--- src/rtl/assert_macros.svh ---
// Assertion macros used by the top-level RTL file; empty when SYNTH is defined.
`ifndef ASSERT_MACROS_SVH
`define ASSERT_MACROS_SVH
`ifndef SYNTH
`define ASSERT_IMPL(lbl, clk, rstn, ante, cons) \
    lbl: assert property (@(posedge clk) disable iff (!rstn) (ante) |-> (cons)) \
        else $error("assertion failed");
`define ASSERT_NEXT(lbl, clk, rstn, ante, cons) \
    lbl: assert property (@(posedge clk) disable iff (!rstn) (ante) |=> (cons)) \
        else $error("assertion failed");
`else
`define ASSERT_IMPL(lbl, clk, rstn, ante, cons)
`define ASSERT_NEXT(lbl, clk, rstn, ante, cons)
`endif
`endif

--- src/rtl/hbi2d_pkg.sv ---
// Types, constants and helpers for the two-dimensional histogram bin mapper.
`default_nettype none
package hbi2d_pkg;

    localparam int SAMPLE_BITS      = 16;
    localparam int MAX_BINS_PER_DIM = 256;

    localparam int SCALE_W   = 24;
    localparam int CFG_CNT_W = 9;
    localparam int CFG_DATA_W = 24;
    localparam int CFG_IDX_W = 3;
    localparam int FRAC_BITS = 16;

    localparam int COUNT_W = $clog2(MAX_BINS_PER_DIM + 1);
    localparam int IDX_W   = $clog2(MAX_BINS_PER_DIM);
    localparam int DIFF_W  = SAMPLE_BITS + 1;
    localparam int PROD_W  = SAMPLE_BITS + SCALE_W;
    localparam int POS_W   = COUNT_W + FRAC_BITS;
    localparam int LIN_W   = 16;
    localparam int FRAC_W  = FRAC_BITS + 1;

    localparam logic [POS_W-1:0]  HALF_Q16 = POS_W'(1) << (FRAC_BITS - 1);
    localparam logic [FRAC_W-1:0] ONE_Q16  = FRAC_W'(1) << FRAC_BITS;

    localparam int PIPE_DEPTH = 5;

    localparam int IN_DATA_W  = 32;
    localparam int OUT_DATA_W = 72;

    // Register indexes of the configuration port.
    localparam logic [CFG_IDX_W-1:0] REG_RANGE_MIN_X = 3'd0;
    localparam logic [CFG_IDX_W-1:0] REG_RANGE_MIN_Y = 3'd1;
    localparam logic [CFG_IDX_W-1:0] REG_BIN_SCALE_X = 3'd2;
    localparam logic [CFG_IDX_W-1:0] REG_BIN_SCALE_Y = 3'd3;
    localparam logic [CFG_IDX_W-1:0] REG_BIN_COUNT_X = 3'd4;
    localparam logic [CFG_IDX_W-1:0] REG_BIN_COUNT_Y = 3'd5;

    // Load enables of the lane stages.
    typedef struct packed {
        logic s1;
        logic s2;
        logic s3;
        logic s4;
    } lane_en_t;

    // What one lane found for its dimension.
    typedef struct packed {
        logic [IDX_W-1:0]  near_idx;
        logic              near_flag;
        logic [IDX_W-1:0]  base_idx;
        logic [FRAC_W-1:0] frac;
        logic              interp_flag;
    } dim_res_t;

    // Saturates a programmed bin count into 2 .. MAX_BINS_PER_DIM.
    function automatic logic [COUNT_W-1:0] eff_count(input logic [CFG_CNT_W-1:0] c);
        logic [COUNT_W-1:0] r;
        if (c < CFG_CNT_W'(2))
        begin
            r = COUNT_W'(2);
        end
        else if (32'(c) > MAX_BINS_PER_DIM)
        begin
            r = COUNT_W'(MAX_BINS_PER_DIM);
        end
        else
        begin
            r = COUNT_W'(c);
        end
        return r;
    endfunction

endpackage
`default_nettype wire

--- src/rtl/hbi2d_lane.sv ---
// One dimension's bin mapping: offset, scale, clamp, then nearest and interpolation bins.
`default_nettype none
module hbi2d_lane (
    input  wire logic                                  clk,
    input  wire hbi2d_pkg::lane_en_t                   en,
    input  wire logic signed [hbi2d_pkg::SAMPLE_BITS-1:0] sample,
    input  wire logic signed [hbi2d_pkg::SAMPLE_BITS-1:0] range_min,
    input  wire logic [hbi2d_pkg::SCALE_W-1:0]         scale,
    input  wire logic [hbi2d_pkg::COUNT_W-1:0]         count,
    output hbi2d_pkg::dim_res_t                        res
);

    logic signed [hbi2d_pkg::DIFF_W-1:0] diff;
    logic                                 below;
    logic [hbi2d_pkg::SAMPLE_BITS-1:0]    mag_reg;
    logic                                 zero_reg;
    logic [hbi2d_pkg::PROD_W-1:0]         prod_reg;
    logic [hbi2d_pkg::POS_W-1:0]          top;
    logic [hbi2d_pkg::POS_W-1:0]          pos_next;
    logic [hbi2d_pkg::POS_W-1:0]          pos_reg;
    logic [hbi2d_pkg::COUNT_W-1:0]        fl;
    logic [hbi2d_pkg::COUNT_W-1:0]        cm1;
    logic [hbi2d_pkg::COUNT_W-1:0]        cm2;
    logic [hbi2d_pkg::POS_W-1:0]          p;
    logic [hbi2d_pkg::COUNT_W-1:0]        b;
    hbi2d_pkg::dim_res_t                  res_next;
    hbi2d_pkg::dim_res_t                  res_reg;

    assign diff  = hbi2d_pkg::DIFF_W'(sample) - hbi2d_pkg::DIFF_W'(range_min);
    assign below = diff[hbi2d_pkg::DIFF_W-1] || (diff == '0);

    // The upper clamp sits at count << 16, which matches clipping the sample to its range.
    assign top = {count, hbi2d_pkg::FRAC_BITS'(0)};
    assign pos_next = (prod_reg > hbi2d_pkg::PROD_W'(top)) ? top
                                                           : prod_reg[hbi2d_pkg::POS_W-1:0];

    assign fl  = pos_reg[hbi2d_pkg::POS_W-1:hbi2d_pkg::FRAC_BITS];
    assign cm1 = count - hbi2d_pkg::COUNT_W'(1);
    assign cm2 = count - hbi2d_pkg::COUNT_W'(2);
    assign p   = pos_reg - hbi2d_pkg::HALF_Q16;
    assign b   = p[hbi2d_pkg::POS_W-1:hbi2d_pkg::FRAC_BITS];

    always_comb
    begin
        if (fl >= count)
        begin
            res_next.near_idx  = cm1[hbi2d_pkg::IDX_W-1:0];
            res_next.near_flag = 1'b1;
        end
        else
        begin
            res_next.near_idx  = fl[hbi2d_pkg::IDX_W-1:0];
            res_next.near_flag = 1'b0;
        end

        if (pos_reg < hbi2d_pkg::HALF_Q16)
        begin
            res_next.base_idx    = '0;
            res_next.frac        = '0;
            res_next.interp_flag = 1'b1;
        end
        else if (b >= cm1)
        begin
            res_next.base_idx    = cm2[hbi2d_pkg::IDX_W-1:0];
            res_next.frac        = hbi2d_pkg::ONE_Q16;
            res_next.interp_flag = 1'b1;
        end
        else
        begin
            res_next.base_idx    = b[hbi2d_pkg::IDX_W-1:0];
            res_next.frac        = {1'b0, p[hbi2d_pkg::FRAC_BITS-1:0]};
            res_next.interp_flag = 1'b0;
        end
    end

    always_ff @(posedge clk)
    begin
        if (en.s1)
        begin
            mag_reg  <= diff[hbi2d_pkg::SAMPLE_BITS-1:0];
            zero_reg <= below;
        end
        if (en.s2)
        begin
            prod_reg <= zero_reg ? '0
                                 : hbi2d_pkg::PROD_W'(mag_reg) * hbi2d_pkg::PROD_W'(scale);
        end
        if (en.s3)
        begin
            pos_reg <= pos_next;
        end
        if (en.s4)
        begin
            res_reg <= res_next;
        end
    end

    assign res = res_reg;

endmodule
`default_nettype wire

--- src/rtl/hbi2d_merge.sv ---
// Combines the two lanes into linear bin indices and flags, held in the output register.
`default_nettype none
module hbi2d_merge (
    input  wire logic                                clk,
    input  wire logic                                en,
    input  wire hbi2d_pkg::dim_res_t                 res_x,
    input  wire hbi2d_pkg::dim_res_t                 res_y,
    input  wire logic [hbi2d_pkg::COUNT_W-1:0]       count_x,
    output logic [hbi2d_pkg::LIN_W-1:0]              bin_index,
    output logic                                     upper_clipped,
    output logic [hbi2d_pkg::LIN_W-1:0]              interp_base_index,
    output logic [hbi2d_pkg::FRAC_W-1:0]             interp_frac_x,
    output logic [hbi2d_pkg::FRAC_W-1:0]             interp_frac_y,
    output logic                                     interp_clipped
);

    localparam int SUM_W = hbi2d_pkg::IDX_W + hbi2d_pkg::COUNT_W + 1;

    logic [SUM_W-1:0] near_sum;
    logic [SUM_W-1:0] base_sum;

    // Dimension one strides by the bin count of dimension zero.
    assign near_sum = SUM_W'(res_x.near_idx) + SUM_W'(res_y.near_idx) * SUM_W'(count_x);
    assign base_sum = SUM_W'(res_x.base_idx) + SUM_W'(res_y.base_idx) * SUM_W'(count_x);

    always_ff @(posedge clk)
    begin
        if (en)
        begin
            bin_index         <= near_sum[hbi2d_pkg::LIN_W-1:0];
            upper_clipped     <= res_x.near_flag | res_y.near_flag;
            interp_base_index <= base_sum[hbi2d_pkg::LIN_W-1:0];
            interp_frac_x     <= res_x.frac;
            interp_frac_y     <= res_y.frac;
            interp_clipped    <= res_x.interp_flag | res_y.interp_flag;
        end
    end

endmodule
`default_nettype wire

--- src/rtl/histogram_bin_index_2d_unit.sv ---
// Top level of the two-dimensional histogram bin mapper.
// Each accepted input item (sample_x, sample_y) yields one result item; two lanes map
// x and y through offset, multiply, clamp and bin selection, and a final stage forms
// the linear indices. A new item enters every cycle unless s_axis_tready is low;
// s_axis_tready drops only when all five stages hold items and the output item is not taken.
// Configuration writes take effect at once and are meant for times the pipeline is empty.
`default_nettype none
`include "assert_macros.svh"
module histogram_bin_index_2d_unit (
    input  wire logic                                    clk,
    input  wire logic                                    rst_n,
    input  wire logic                                    s_axis_tvalid,
    output logic                                         s_axis_tready,
    // sample_x [15:0], sample_y [31:16]
    input  wire logic [hbi2d_pkg::IN_DATA_W-1:0]         s_axis_tdata,
    output logic                                         m_axis_tvalid,
    input  wire logic                                    m_axis_tready,
    // bin_index [15:0], upper_clipped [16], interp_base_index [32:17],
    // interp_frac_x [49:33], interp_frac_y [66:50], interp_clipped [67], zero [71:68]
    output logic [hbi2d_pkg::OUT_DATA_W-1:0]             m_axis_tdata,
    input  wire logic                                    cfg_wr_en,
    input  wire logic [hbi2d_pkg::CFG_IDX_W-1:0]         cfg_index,
    input  wire logic [hbi2d_pkg::CFG_DATA_W-1:0]        cfg_wdata
);

    localparam int D = hbi2d_pkg::PIPE_DEPTH;

    logic signed [hbi2d_pkg::SAMPLE_BITS-1:0] range_min_x_reg, range_min_x_next;
    logic signed [hbi2d_pkg::SAMPLE_BITS-1:0] range_min_y_reg, range_min_y_next;
    logic [hbi2d_pkg::SCALE_W-1:0]            bin_scale_x_reg, bin_scale_x_next;
    logic [hbi2d_pkg::SCALE_W-1:0]            bin_scale_y_reg, bin_scale_y_next;
    logic [hbi2d_pkg::CFG_CNT_W-1:0]          bin_count_x_reg, bin_count_x_next;
    logic [hbi2d_pkg::CFG_CNT_W-1:0]          bin_count_y_reg, bin_count_y_next;

    logic [hbi2d_pkg::COUNT_W-1:0] count_x;
    logic [hbi2d_pkg::COUNT_W-1:0] count_y;

    logic [D-1:0] valid_reg;
    logic [D-1:0] valid_next;
    logic [D-1:0] adv;
    logic [D-1:0] prev_valid;

    hbi2d_pkg::lane_en_t lane_en;
    hbi2d_pkg::dim_res_t res_x;
    hbi2d_pkg::dim_res_t res_y;

    logic [hbi2d_pkg::LIN_W-1:0]  bin_index;
    logic                         upper_clipped;
    logic [hbi2d_pkg::LIN_W-1:0]  interp_base_index;
    logic [hbi2d_pkg::FRAC_W-1:0] interp_frac_x;
    logic [hbi2d_pkg::FRAC_W-1:0] interp_frac_y;
    logic                         interp_clipped;

    always_comb
    begin
        range_min_x_next = range_min_x_reg;
        range_min_y_next = range_min_y_reg;
        bin_scale_x_next = bin_scale_x_reg;
        bin_scale_y_next = bin_scale_y_reg;
        bin_count_x_next = bin_count_x_reg;
        bin_count_y_next = bin_count_y_reg;
        if (cfg_wr_en)
        begin
            unique case (cfg_index)
                hbi2d_pkg::REG_RANGE_MIN_X:
                    range_min_x_next = cfg_wdata[hbi2d_pkg::SAMPLE_BITS-1:0];
                hbi2d_pkg::REG_RANGE_MIN_Y:
                    range_min_y_next = cfg_wdata[hbi2d_pkg::SAMPLE_BITS-1:0];
                hbi2d_pkg::REG_BIN_SCALE_X:
                    bin_scale_x_next = cfg_wdata[hbi2d_pkg::SCALE_W-1:0];
                hbi2d_pkg::REG_BIN_SCALE_Y:
                    bin_scale_y_next = cfg_wdata[hbi2d_pkg::SCALE_W-1:0];
                hbi2d_pkg::REG_BIN_COUNT_X:
                    bin_count_x_next = cfg_wdata[hbi2d_pkg::CFG_CNT_W-1:0];
                hbi2d_pkg::REG_BIN_COUNT_Y:
                    bin_count_y_next = cfg_wdata[hbi2d_pkg::CFG_CNT_W-1:0];
                default:
                begin
                end
            endcase
        end
    end

    assign count_x = hbi2d_pkg::eff_count(bin_count_x_reg);
    assign count_y = hbi2d_pkg::eff_count(bin_count_y_reg);

    // A stage loads when it is empty or its item moves on; bubbles close up.
    assign prev_valid = {valid_reg[D-2:0], s_axis_tvalid};
    always_comb
    begin
        adv[D-1] = !valid_reg[D-1] || m_axis_tready;
        for (int i = D - 2; i >= 0; i--)
        begin
            adv[i] = !valid_reg[i] || adv[i+1];
        end
        for (int i = 0; i < D; i++)
        begin
            valid_next[i] = adv[i] ? prev_valid[i] : valid_reg[i];
        end
    end

    always_ff @(posedge clk or negedge rst_n)
    begin
        if (!rst_n)
        begin
            range_min_x_reg <= '0;
            range_min_y_reg <= '0;
            bin_scale_x_reg <= hbi2d_pkg::SCALE_W'(65536);
            bin_scale_y_reg <= hbi2d_pkg::SCALE_W'(65536);
            bin_count_x_reg <= hbi2d_pkg::CFG_CNT_W'(16);
            bin_count_y_reg <= hbi2d_pkg::CFG_CNT_W'(16);
            valid_reg       <= '0;
        end
        else
        begin
            range_min_x_reg <= range_min_x_next;
            range_min_y_reg <= range_min_y_next;
            bin_scale_x_reg <= bin_scale_x_next;
            bin_scale_y_reg <= bin_scale_y_next;
            bin_count_x_reg <= bin_count_x_next;
            bin_count_y_reg <= bin_count_y_next;
            valid_reg       <= valid_next;
        end
    end

    assign lane_en.s1 = adv[0];
    assign lane_en.s2 = adv[1];
    assign lane_en.s3 = adv[2];
    assign lane_en.s4 = adv[3];

    hbi2d_lane u_lane_x (
        .clk       (clk),
        .en        (lane_en),
        .sample    (s_axis_tdata[hbi2d_pkg::SAMPLE_BITS-1:0]),
        .range_min (range_min_x_reg),
        .scale     (bin_scale_x_reg),
        .count     (count_x),
        .res       (res_x)
    );

    hbi2d_lane u_lane_y (
        .clk       (clk),
        .en        (lane_en),
        .sample    (s_axis_tdata[2*hbi2d_pkg::SAMPLE_BITS-1:hbi2d_pkg::SAMPLE_BITS]),
        .range_min (range_min_y_reg),
        .scale     (bin_scale_y_reg),
        .count     (count_y),
        .res       (res_y)
    );

    hbi2d_merge u_merge (
        .clk               (clk),
        .en                (adv[D-1]),
        .res_x             (res_x),
        .res_y             (res_y),
        .count_x           (count_x),
        .bin_index         (bin_index),
        .upper_clipped     (upper_clipped),
        .interp_base_index (interp_base_index),
        .interp_frac_x     (interp_frac_x),
        .interp_frac_y     (interp_frac_y),
        .interp_clipped    (interp_clipped)
    );

    assign s_axis_tready = adv[0];
    assign m_axis_tvalid = valid_reg[D-1];
    assign m_axis_tdata  = {4'b0000, interp_clipped, interp_frac_y, interp_frac_x,
                            interp_base_index, upper_clipped, bin_index};

    // A full fraction only appears on an upper interpolation clip.
    `ASSERT_IMPL(a_frac_x_one_clipped, clk, rst_n,
        m_axis_tvalid && interp_frac_x[hbi2d_pkg::FRAC_BITS],
        interp_clipped && (interp_frac_x[hbi2d_pkg::FRAC_BITS-1:0] == '0))
    `ASSERT_IMPL(a_frac_y_one_clipped, clk, rst_n,
        m_axis_tvalid && interp_frac_y[hbi2d_pkg::FRAC_BITS],
        interp_clipped && (interp_frac_y[hbi2d_pkg::FRAC_BITS-1:0] == '0))
    // Input is refused only when every stage holds an item.
    `ASSERT_IMPL(a_stall_only_when_full, clk, rst_n,
        !s_axis_tready, (valid_reg == '1) && !m_axis_tready)
    // An accepted item is in the first stage on the next cycle.
    `ASSERT_NEXT(a_accept_fills_stage1, clk, rst_n,
        s_axis_tvalid && s_axis_tready, valid_reg[0])

endmodule
`default_nettype wire

--- config.mk ---
export PLATFORM = sky130hd
export DESIGN_NAME = histogram_bin_index_2d_unit
export DESIGN_NICKNAME = d
export VERILOG_FILES = /design/src/rtl/hbi2d_pkg.sv /design/src/rtl/hbi2d_lane.sv /design/src/rtl/hbi2d_merge.sv /design/src/rtl/histogram_bin_index_2d_unit.sv
export VERILOG_INCLUDE_DIRS = /design/src /design/src/rtl
export SDC_FILE = /design/constraint.sdc
export NUM_CORES = 2
export LEC_CHECK = 0
export BUFFER_PORTS_ARGS = -buffer_cell sky130_fd_sc_hd__buf_4
export CAP_MARGIN = 30
export CORE_ASPECT_RATIO = 0.6
export CORE_UTILIZATION = 35
export DETAILED_ROUTE_END_ITERATION = 10
export HOLD_SLACK_MARGIN = 0.12
export PLACE_DENSITY = 0.58
export SYNTH_ARGS = -nofsm -noshare
export SYNTH_HDL_FRONTEND = slang
export SYNTH_SLANG_ARGS = --single-unit
--- constraint.sdc ---
create_clock -name clk -period 6.2 [get_ports clk]
set_clock_uncertainty 0.2 [all_clocks]
set_input_delay 1.24 -clock clk [delete_from_list [all_inputs] [get_ports clk]]
set_output_delay 1.24 -clock clk [all_outputs]
set_load 0.05 [all_outputs]
# Word-level counts from Yosys, hierarchy flattened
# Index checks and enable logic that the tools add are counted.
# op_classes
n_eq_ne	5
n_reduce_logical	23
bitwise	2
add_sub_neg	10
mul	4
n_lt_le_gt_ge	12
muxes	10
# op_table
cell	count
greater-than comparator 40 x 25 -> 1 bit	2
multiplier 16 x 24 -> 40 bit	2
2-to-1 mux 9 bit	6
2-to-1 mux 26 bit	2
< comparator 25 x 16 -> 1 bit (second input constant)	2
2-to-1 mux 25 bit	2
subtractor 25 x 16 -> 25 bit (second input constant)	2
greater-or-equal comparator 9 bit	4
logical NOT 17 bit	2
subtractor 16 x 16 -> 17 bit	2
adder 8 x 16 -> 16 bit	2
multiplier 8 x 9 -> 16 bit	2
greater-than comparator 9 bit (second input constant)	2
< comparator 9 x 2 -> 1 bit (second input constant)	2
subtractor 9 x 1 -> 9 bit (second input constant)	2
subtractor 8 x 2 -> 8 bit (second input constant)	2
AND reduction 2 bit	6
logical OR 1 bit	7
== test 3 x 2 -> 1 bit (second input constant)	2
== test 3 bit (second input constant)	2
logical NOT 1 bit	5
OR reduction 2 bit	2
== test 3 x 1 -> 1 bit (second input constant)	1
logical NOT 3 bit	1
bitwise OR 1 bit	2
# word_totals
out_inout_bits	74
inputBits	64
reg_bits	405

# Depth between registers and ports, before layout
# logic_depth
word_depth	6
ltp_mapped	25
depth_no_buf	24

# Cells and area by module
# From an unflattened synthesis, not the netlist that was laid out.
# hier_totals
cells_unflattened	4829
area_unflattened_um2	48196.2
# by_module_without_submodules
module	n_inst	area_each_um2	cells_each	seq_area_each_um2
hbi2d_lane at u_lane_x	1	18497.7	1964	3513.4
hbi2d_lane at u_lane_y	1	18372.6	1924	3513.4
hbi2d_merge	1	7166.9	678	2042.0
histogram_bin_index_2d_unit	1	4159.0	263	2582.5

# Worst setup path before layout
# Ideal clock, no wire load.
# synth_timing
path_kind	input-to-output
start	input m_axis_tready
end	output s_axis_tready
arrival_time_ns	5.066
n_path_buf	0
cell_stages	4
required_time_ns	4.760
setup_slack_ns	-0.306
path_cell_list	nor2b_1 -> nand4_1 -> inv_1 -> nand2_1
# synth_between
elab_chain_len	5
# synth_lines
element	line_no	source
from (decl)	histogram_bin_index_2d_unit.sv:17	input wire logic m_axis_tready,
logical OR 1 bit	histogram_bin_index_2d_unit.sv:91	adv[D-1] = !valid_reg[D-1] || m_axis_tready;
logical OR 1 bit (3 in a row)	histogram_bin_index_2d_unit.sv:94	adv[i] = !valid_reg[i] || adv[i+1];
net adv[1]	histogram_bin_index_2d_unit.sv:40	logic [D-1:0] adv;
logical OR 1 bit	histogram_bin_index_2d_unit.sv:94	
to (decl)	histogram_bin_index_2d_unit.sv:13	output logic s_axis_tready,
# The timed path passes the listed nets, and every way through them passes these cells.

# Worst setup path in the final report
# layout_timing
start	register u_lane_y.mag_reg[1] (netlist bit)
end	register u_lane_y.prod_reg[37] (netlist bit), data pin
# layout_between
elab_chain_len	1
# layout_lines
element	line_no	source
from (decl)	hbi2d_lane.sv:15	logic [hbi2d_pkg::SAMPLE_BITS-1:0] mag_reg;
from (signal assigned)	hbi2d_lane.sv:80	mag_reg <= diff[hbi2d_pkg::SAMPLE_BITS-1:0];
multiplier 16 x 24 -> 40 bit	hbi2d_lane.sv:86	: hbi2d_pkg::PROD_W'(mag_reg) * hbi2d_pkg::PROD_W'(scale);
to (signal assigned)	hbi2d_lane.sv:85	prod_reg <= zero_reg ? '0
to (decl)	hbi2d_lane.sv:17	logic [hbi2d_pkg::PROD_W-1:0] prod_reg;
# No other way between the ends.
# A chain may end at the register's enable or synchronous reset.

==> results_dict.tcl <==
set metrics [dict create \
    whs_ps 218.6 \
    antenna_found_initial 9 \
    start_util_pct 35.49 \
    syn_area_mm2 0.04785 \
    drc 0 \
    grt_pass1_wl_mm 215.6 \
    path_class "register to register" \
    ctsHoldBuffers 0 \
    ant_nets 0 \
    gp_congestion 0.9327 \
    areaGrowthSynthToFinish_pct 20.24 \
    finalCriticalPeriod_ps 6492 \
    status "complete, but fails checks" \
    finalSetupViolCount 38 \
    cp.buffers_inverters 9 \
    required_ps 6410 \
    drive_gt1_share_pct 19.83 \
    ctsLongestPathBuffers 3 \
    finalWirelength_mm 139.3 \
    synth-seq-cells 405 \
    yosys_warnings 0 \
    timing.fmax_ghz 0.1540 \
    cts_root_buf "clkbuf_16" \
    post-synth-top-count-cell "inv_1" \
    die_area_mm2 0.1382 \
    clk_pin_slew_ps 80 \
    wl_per_cell_um 19.36 \
    finalCritPeriodShare_pct 104.7 \
    vias 34900 \
    gr-usage-all-layers_pct 20.39 \
    violations "negative setup slack" \
    crit_fanout 6 \
    dieHeight_um 288.4 \
    die_x_um 479.3 \
    finish.utilization_pct 42.68 \
    grt_pass1_vias 35730 \
    yosysTopAreaCell "fa_1" \
    cts_tree "done" \
    crit_path_end_kind "register" \
    rows 104 \
    dp_hpwl_mm 111.3 \
    yosysSeqAreaShare_pct 24.35 \
    synth_cell_types 81 \
    rsz0062_at_grt "yes" \
    crit_path_frequent_cell "fa_1" \
    grt_max_degree 72 \
    core_area_mm2 0.1348 \
    grt_overflow 0 \
    arrival_ps 6700 \
    cp_slowest_stage_delay_ps 530 \
    numClockSinks 405 \
    hold_viol 0 \
    cpMaxStageDelayCell "fa_1" \
    fin_setup_tns_ps -5441 \
    netlist.area_leader.share_pct 29.79 \
    vias_per_cell 4.852 \
    relSlewSlack_pct 41.68 \
    cp_top_family "adder cells" \
    ctsHtreeMaxLevel 2 \
    async_flop_share_pct 25.43 \
    finalWorstSetupSlack_ps -292.3 \
    io_buffer_count 133 \
    synth_edf_count 302 \
    hold_class "register to register" \
    worst_slew_pin_slew_ps 852.7 \
    final_nets 6516 \
    synth_commonest_cells "inv_1 (935), fa_1 (712), nand2_1 (671), and2_1 (415), ha_1 (390)" \
    synth.area.top_cells "fa_1 (30%), edfxtp_1 (19%), ha_1 (10%)" \
    cap_viol_max_count 0 \
    ys.flop_type "edfxtp_1" \
    crit_path_start_kind "register" \
    syn_area_per_cell_um2 9.800 \
    dr.pass1.iters 6 \
    io_pins 138 \
    netlist_instances 4882 \
    drtIter0Drc 2895 \
    cts_buffers 45 \
    slew_violations 0 \
    clkLatencyLatePin_ps 660 \
]
## cell usage in the layout (no fill, tap or decap), types with 20 or more instances in the layout
| master | synthesis | final |
|---|---|---|
| inv_2 | 0 | 35 |
| ha_1 | 390 | 358 |
| fa_2 | 0 | 29 |
| ha_4 | 0 | 28 |
| nor3_1 | 48 | 42 |
| nand3_1 | 32 | 25 |
| a21oi_1 | 128 | 94 |
| nand2_1 | 671 | 659 |
| mux2i_1 | 20 | 20 |
| a21o_1 | 75 | 75 |
| nor2b_1 | 38 | 37 |
| nand2b_1 | 29 | 26 |
| buf_6 | 0 | 40 |
| o21ai_0 | 120 | 100 |
| buf_12 | 0 | 31 |
| a21oi_2 | 1 | 30 |
| fa_1 | 712 | 683 |
| mux2_2 | 69 | 66 |
| clkbuf_16 | 0 | 47 |
| nor4_1 | 24 | 22 |
| inv_1 | 935 | 900 |
| dfrtp_1 | 99 | 77 |
| and3_1 | 47 | 44 |
| and2_1 | 415 | 396 |
| edfxtp_1 | 302 | 302 |
| nand4_1 | 20 | 20 |
| buf_4 | 6 | 536 |
| xor2_1 | 41 | 39 |
| xnor2_1 | 103 | 91 |
| dfrtp_2 | 0 | 22 |
| nor2_1 | 147 | 142 |
## layout make-up
class	count	area, µm²
tap	1802	2255
inverter	935	3510
clock buffer	47	1134
timing repair buffer	619	5325
fill	13060	77280
multi-input combinational	3344	33230
sequential	405	11680
antenna	4	10.01
clock inverter	37	386.6
## what timing repair did
item / in CTS / in global routing
cloned: 2 / 2
pin swaps: 109 / 105
buffers inserted: 48 / 28
endpoints found under the setup margin: 41 / 48
gates resized for setup: 194 / 157
## per-layer routing
metal	wire, µm	global-route usage [%]	vias to the layer above	part of all wire (%)
li1	-	-	16290	-
met5	24	0	-	0.017
met2	50680	25.75	1265	36
met1	70280	32.34	17240	50
met3	15680	7.193	112	11
met4	2586	4.148	4	1.9
## cells by family after synthesis
| family | count (synthesis) | synth area share (%) |
|---|---|---|
| AND/OR/NAND/NOR | 1533 | 15.74 |
| adder cells (fa/ha/maj) | 1102 | 39.99 |
| flip-flops | 405 | 24.35 |
| buffers and inverters | 1136 | 8.962 |
| multiplexers | 89 | 2.042 |
| XOR/XNOR | 144 | 2.636 |
| AO/OA/AOI/OAI | 472 | 6.271 |
| other | 1 | 0.007838 |
## final timing paths
path / from / slack, ps / cells after the start / to
max: u_lane_y.mag_reg[1] / -290 / 26 / u_lane_y.prod_reg[37]
min: u_lane_x.res[15] / 220 / 0 / u_merge.interp_frac_x[14]
max reg2reg: u_lane_y.mag_reg[1] / -290 / 26 / u_lane_y.prod_reg[37]
max in group asynchronous: rst_n / 4150 / 2 / bin_count_y_reg[3]
min in group asynchronous: rst_n / 440 / 1 / range_min_x_reg[8]
min reg2reg: u_lane_x.res[15] / 220 / 0 / u_merge.interp_frac_x[14]
## stage by stage
step / setup WS [ps] / instances / area [µm²]
4_1_cts: -182.6 / 7158 / 56650
3_3_place_gp: -289.2 / 7021 / 53810
6_report: -292.3 / 7193 / 57530
2_1_floorplan: -42.40 / 4885 / 47960
5_1_grt: -451.3 / 7193 / 57530
3_5_place_dp: -442.4 / 7025 / 53870
Power is left out: the tool's default activity adds up to more than one toggle a clock period on the data nets, which glitch-free logic cannot reach.
